<file path="src/sv/tcte_pkg.sv">
// Shared types and constants for the tick count to epoch seconds unit.
`default_nettype none

package tcte_pkg;

    localparam int unsigned TickW    = 64;
    localparam int unsigned DivW     = 32;
    localparam int unsigned SecW     = 32;
    localparam int unsigned LowW     = 31;
    localparam int unsigned NumDivSt = 31;

    localparam logic [TickW-1:0] EpochOffsetRst    = 64'h019D_B1DE_D53E_8000;
    localparam logic [DivW-1:0]  TicksPerSecondRst = 32'd10000000;

    localparam int unsigned CfgIdxW = 2;
    localparam logic [CfgIdxW-1:0] CfgEpochOffset    = 2'd0;
    localparam logic [CfgIdxW-1:0] CfgTicksPerSecond = 2'd1;

    typedef struct packed {
        logic             err;
        logic             zero;
        logic [DivW-1:0]  rem;
        logic [LowW-1:0]  low;
        logic [LowW-1:0]  quo;
    } div_stage_t;

endpackage

`default_nettype wire

</file>
<file path="src/sv/tick_count_to_epoch_seconds_unit.sv">
// Top level: converts 100 ns tick counts to seconds since a target epoch.
//
// Input stream s_*: one 64-bit tick count per transaction.
// Output stream m_*: one result per input, seconds in m_tdata and the error
// flag in m_tuser; seconds reads -1 whenever the error flag is set.
// Configuration channel cfg_*: index 0 writes the 64-bit epoch offset,
// index 1 the 32-bit ticks-per-second divisor; other indexes are ignored.
// cfg_ready is always high; write only while no transaction is in flight.
// Datapath: one subtract stage, one stage that checks for a quotient of
// 2^31 or more and loads the remainder, then 31 restoring divide stages,
// one quotient bit each, all registered. A new transaction can enter every
// cycle while the pipeline is not held by the output stall described below.
// When m_tready is low with a result waiting, the whole pipeline holds and
// s_tready drops; nothing is lost or repeated.
// Reset clears all valid bits and loads the reset epoch offset
// (0x019DB1DED53E8000) and divisor (10000000).
`default_nettype none

module tick_count_to_epoch_seconds_unit
    import tcte_pkg::*;
(
    input  wire logic               clk,
    input  wire logic               rst_n,
    input  wire logic               s_tvalid,
    output      logic               s_tready,
    input  wire logic [TickW-1:0]   s_tdata,   // [63:0] tick_count
    output      logic               m_tvalid,
    input  wire logic               m_tready,
    output      logic [SecW-1:0]    m_tdata,   // [31:0] seconds
    output      logic               m_tuser,   // [0] error
    input  wire logic               cfg_valid,
    output      logic               cfg_ready,
    input  wire logic [CfgIdxW-1:0] cfg_index,
    input  wire logic [TickW-1:0]   cfg_data
);

    logic [TickW-1:0] offset_reg;
    logic [DivW-1:0]  divisor_reg;

    logic             adv;

    logic             a_valid_reg;
    logic             a_err_reg;
    logic [TickW-1:0] a_diff_reg;
    logic [TickW:0]   a_sub;

    logic             p_valid_reg [0:NumDivSt];
    div_stage_t       p_reg       [0:NumDivSt];
    div_stage_t       p_next      [0:NumDivSt];

    logic [DivW:0]    b_top;
    logic             b_zero;
    logic             b_ovf;

    // configuration
    assign cfg_ready = 1'b1;

    always_ff @(posedge clk or negedge rst_n)
    begin
        if (!rst_n)
        begin
            offset_reg  <= EpochOffsetRst;
            divisor_reg <= TicksPerSecondRst;
        end
        else if (cfg_valid && cfg_ready)
        begin
            case (cfg_index)
                CfgEpochOffset:    offset_reg  <= cfg_data;
                CfgTicksPerSecond: divisor_reg <= cfg_data[DivW-1:0];
                default:           ;
            endcase
        end
    end

    assign adv      = !p_valid_reg[NumDivSt] || m_tready;
    assign s_tready = adv;

    // stage A: subtract epoch offset
    assign a_sub = {1'b0, s_tdata} - {1'b0, offset_reg};

    always_ff @(posedge clk or negedge rst_n)
    begin
        if (!rst_n)
        begin
            a_valid_reg <= 1'b0;
        end
        else if (adv)
        begin
            a_valid_reg <= s_tvalid;
        end
    end

    always_ff @(posedge clk)
    begin
        if (adv)
        begin
            a_err_reg  <= a_sub[TickW];
            a_diff_reg <= a_sub[TickW-1:0];
        end
    end

    // stage B: overflow check, remainder holds the top bits
    assign b_top  = a_diff_reg[TickW-1:LowW];
    assign b_zero = (divisor_reg == '0);
    assign b_ovf  = (b_top >= {1'b0, divisor_reg});

    always_comb
    begin
        p_next[0].err  = a_err_reg || (!b_zero && b_ovf);
        p_next[0].zero = b_zero;
        p_next[0].rem  = b_top[DivW-1:0];
        p_next[0].low  = a_diff_reg[LowW-1:0];
        p_next[0].quo  = '0;
    end

    // restoring divide stages, one quotient bit each
    for (genvar k = 1; k <= NumDivSt; k++)
    begin : g_div
        logic [DivW:0] trial;
        logic [DivW:0] diff;
        logic          ge;

        assign trial = {p_reg[k-1].rem, p_reg[k-1].low[LowW-1]};
        assign diff  = trial - {1'b0, divisor_reg};
        assign ge    = (trial >= {1'b0, divisor_reg});

        always_comb
        begin
            p_next[k].err  = p_reg[k-1].err;
            p_next[k].zero = p_reg[k-1].zero;
            p_next[k].rem  = ge ? diff[DivW-1:0] : trial[DivW-1:0];
            p_next[k].low  = {p_reg[k-1].low[LowW-2:0], 1'b0};
            p_next[k].quo  = {p_reg[k-1].quo[LowW-2:0], ge};
        end
    end

    always_ff @(posedge clk or negedge rst_n)
    begin
        if (!rst_n)
        begin
            for (int i = 0; i <= NumDivSt; i++)
            begin
                p_valid_reg[i] <= 1'b0;
            end
        end
        else if (adv)
        begin
            p_valid_reg[0] <= a_valid_reg;
            for (int i = 1; i <= NumDivSt; i++)
            begin
                p_valid_reg[i] <= p_valid_reg[i-1];
            end
        end
    end

    always_ff @(posedge clk)
    begin
        if (adv)
        begin
            for (int i = 0; i <= NumDivSt; i++)
            begin
                p_reg[i] <= p_next[i];
            end
        end
    end

    // output
    assign m_tvalid = p_valid_reg[NumDivSt];
    assign m_tuser  = p_reg[NumDivSt].err;
    assign m_tdata  = p_reg[NumDivSt].err  ? '1 :
                      p_reg[NumDivSt].zero ? '0 :
                      {1'b0, p_reg[NumDivSt].quo};

`ifndef ASSERT_OFF
    a_err_all_ones: assert property (@(posedge clk) disable iff (!rst_n)
        m_tvalid && m_tuser |-> m_tdata == '1)
        else $error("error result without all-ones seconds");

    a_ok_positive: assert property (@(posedge clk) disable iff (!rst_n)
        m_tvalid && !m_tuser |-> !m_tdata[SecW-1])
        else $error("valid result with sign bit set");

    a_before_epoch: assert property (@(posedge clk) disable iff (!rst_n)
        a_valid_reg && adv && a_err_reg |=> p_valid_reg[0] && p_reg[0].err)
        else $error("before-epoch flag lost entering divider");

    a_rem_bound: assert property (@(posedge clk) disable iff (!rst_n)
        p_valid_reg[0] && !p_reg[0].err && !p_reg[0].zero
        |-> p_reg[0].rem < divisor_reg)
        else $error("remainder not below divisor after overflow check");

    a_stall_hold: assert property (@(posedge clk) disable iff (!rst_n)
        m_tvalid && !m_tready |=> m_tvalid && $stable(p_reg[NumDivSt]))
        else $error("pending result changed during stall");
`endif

endmodule

`default_nettype wire

</file>
<file path="config.mk">
export PLATFORM = sky130hd
export DESIGN_NAME = tick_count_to_epoch_seconds_unit
export DESIGN_NICKNAME = d
export VERILOG_FILES = /design/src/sv/tcte_pkg.sv /design/src/sv/tick_count_to_epoch_seconds_unit.sv
export SDC_FILE = /design/constraint.sdc
export NUM_CORES = 2
export LEC_CHECK = 0
export BUFFER_PORTS_ARGS = -buffer_cell sky130_fd_sc_hd__buf_2
export CAP_MARGIN = 0
export CORE_ASPECT_RATIO = 0.6
export CORE_MARGIN = 2
export CORE_UTILIZATION = 58
export CTS_CLUSTER_SIZE = 30
export DETAILED_ROUTE_END_ITERATION = 8
export HOLD_SLACK_MARGIN = 0.12
export PLACE_DENSITY = 0.77
export REMOVE_ABC_BUFFERS = 1
export SLEW_MARGIN = 20
export SYNTH_ARGS = -nofsm -noshare
export SYNTH_HDL_FRONTEND = slang
export SYNTH_SLANG_ARGS = --single-unit
</file>
<file path="constraint.sdc">
create_clock -name clk -period 47.5 [get_ports clk]
set_clock_uncertainty 0.05 [all_clocks]
set_input_delay 4.75 -clock clk [delete_from_list [all_inputs] [get_ports clk]]
set_output_delay 4.75 -clock clk [all_outputs]
set_load 0.01 [all_outputs]
</file>
==> run_results.csv <==
group,metric,value,unit
setup_path,crit_arrival,5990,ps
outcome,violations,"design-rule violations",
die,die_area,0.2298,mm²
logic_synthesis,yosys-top-cells-count,"edfxtp_1, ha_1, a21oi_1",
final_layout,final_core_util,63.27,%
setup_path,end_kind,"output pin",
detailed_routing,routedWlPerCell,22.99,µm
detailed_routing,drc,2,
placed_design,gp_congestion,0.9581,
logic_synthesis,synthesis.area,0.1310,mm²
detailed_routing,num_vias,94360,
logic_synthesis,synth_enable_flop_cells,2113,
run,cap_violations,0,
detailed_routing,avgViaCountPerCell,6.359,
final_layout,area_growth,8.741,%
global_routing,antenna_found_initial,14,
logic_synthesis,yosys_most_used_dff,"edfxtp_1",
outcome,status,"finished with violations",
clock_network,cts_buffers,213,
clock_network,ctsRootBufferMaster,"clkbuf_16",
setup_path,max_stage_delay,570,ps
clock_network,htreeDepth,4,
die,start_util,58.19,%
logic_synthesis,avgSynthCellArea,11.45,µm²
clock_network,cts_sinks,2242,
setup_path,crit_type,"primary input to output pin",
detailed_routing,dr.pass1.iters,9,
setup_path,crit_top_cell,"buf_2",
global_routing,grt_pass1_wl,518.5,mm
final_layout,largest_register_ffs,2048,
global_routing,overflow,0,
setup_path,required,42700,ps
sta,period_minus_slack,10790,ps
setup_path,cp-start-kind,"primary input",
clock_network,tritoncts,"done",
die,die_x,617.6,µm
final_layout,final_cells,14840,
final_layout,nets,12910,
placed_design,placedCellCount,14450,
logic_synthesis,ys_types,100,
clock_network,insertion_delay,890,ps
clock_network,cts_resized,0,
min_path,holdCritPathClass,"flip-flop to flip-flop",
logic_synthesis,synth_top_area_share,48.43,%
global_routing,grt_pass1_vias,87300,
sta,holdWs,343.8,ps
logic_synthesis,synth_area_leaders,"edfxtp_1, ha_1, mux2_2, a21oi_1, xnor2_1",
sta,fin_crit_sh,22.71,%
logic_synthesis,yosysWarnings,0,
sta,finalMaxSlewViolations,0,
global_routing,grt_max_degree,198,
detailed_routing,routed_wl,341.2,mm
setup_path,path_cells,"buf_2, nor2b_2, buf_4, inv_8, buf_2",
setup_path,slowest_stage,"inv_8",
detailed_routing,antenna_left,0,
logic_synthesis,synth_most_common_cell,"edfxtp_1",
clock_network,cts_hold_buf,0,
logic_synthesis,yosysTopAreaCell,"edfxtp_1",
sta,worst_pin_slew,1334,ps
logic_synthesis,ys_seq_elements,2242,
logic_synthesis,syn_inst,11440,
clock_network,clkSlewWorstSetupHoldPaths,70,ps
sta,fin_setup_tns,0,ps
die,die_h,372.1,µm
sta,slew_headroom,11.05,%
sta,setup_viol,0,
placed_design,io_buffers,169,
die,ios,171,
clock_network,cts_max_path_buffers,4,
placed_design,dp_hpwl,241.2,mm
final_layout,layout-drive-gt1-share,10.79,%
sta,rsz0062_at_grt,"no",
setup_path,cp_max_fo,115,
logic_synthesis,yosysSeqAreaShare,50.93,%
clock_network,post_cts_buffers,0,
global_routing,grt_usage,29.07,%
sta,timing.final.hold_violations,0,
detailed_routing,drt_iter0_drc,11500,
die,core,0.2252,mm²
logic_synthesis,synthArstFlopShare,5.754,%
die,std_cell_rows,135,
sta,fmaxAchievable,0.09272,GHz
-- cells in the final DEF (no fill, tap or decap), types with 132 or more instances in the layout --
cell,netlist,final
ha_1,1088,1088
nand2_1,759,758
edfxtp_1,2113,2113
nor2_1,720,720
a21o_1,522,522
o21a_1,162,162
a21oi_1,1029,1026
clkbuf_16,0,216
buf_2,51,168
xor2_1,296,296
o21ai_0,798,798
inv_1,405,372
nand3_1,203,202
nor3_1,132,132
nor2b_1,167,166
mux2_2,476,476
nand4_1,164,164
nand2b_1,159,159
xnor2_1,557,557
-- critical path: cells and delay by family --
kind,cells,cell delay (ps)
AND/OR/NAND/NOR,1,30
buffers and inverters,4,1180
-- metal layers --
layer,vias up,GRT usage (%),routed length (µm)
met3,645,6.568,38290
met2,4601,39.36,132100
met4,4,8.973,11440
met1,45270,45.76,159300
met5,-,0,23
li1,43840,-,-
-- through the flow --
step,cell area (µm²),worst slack (ps)
after detailed placement,135500,36630
after global routing,142500,36550
final,142500,36710
after floorplan,129800,-2844
after global placement,135500,36640
after CTS,142400,36620
-- final cells by class --
type | count | area [µm²]
tap | 3014 | 3771
fill | 17080 | 82700
timing repair buffer | 277 | 1778
inverter | 406 | 1531
clock inverter | 137 | 1379
antenna | 1 | 2.502
clock buffer | 246 | 5518
multi-input combinational | 8516 | 61750
sequential | 2242 | 66730
-- kinds of logic after synthesis --
kind of cell             after synthesis  synth area share (%)
AO/OA/AOI/OAI                       3351                 16.14
AND/OR/NAND/NOR                     2656                 9.691
flip-flops                          2242                 50.93
adder cells (fa/ha/maj)             1119                 10.86
XOR/XNOR                             853                 5.703
buffers and inverters                679                 2.076
multiplexers                         536                 4.595
other                                  1              0.002862
-- worst paths after layout --
kind	start	to	slack, ps	cells after the start
worst max-delay path	m_tready	s_tready	36710	5
worst min-delay path	p_reg[0][143]	p_reg[1][48]	340	0
worst max register to register	m_tvalid	p_reg[9][114]	41090	8
worst min register to register	p_reg[0][143]	p_reg[1][48]	340	0
max in group asynchronous	rst_n	divisor_reg[1]	42050	2
min in group asynchronous	rst_n	p_valid_reg[26]	3880	1
Power is left out: the tool's default activity adds up to more than one toggle a clock period on the data nets, which glitch-free logic cannot reach.
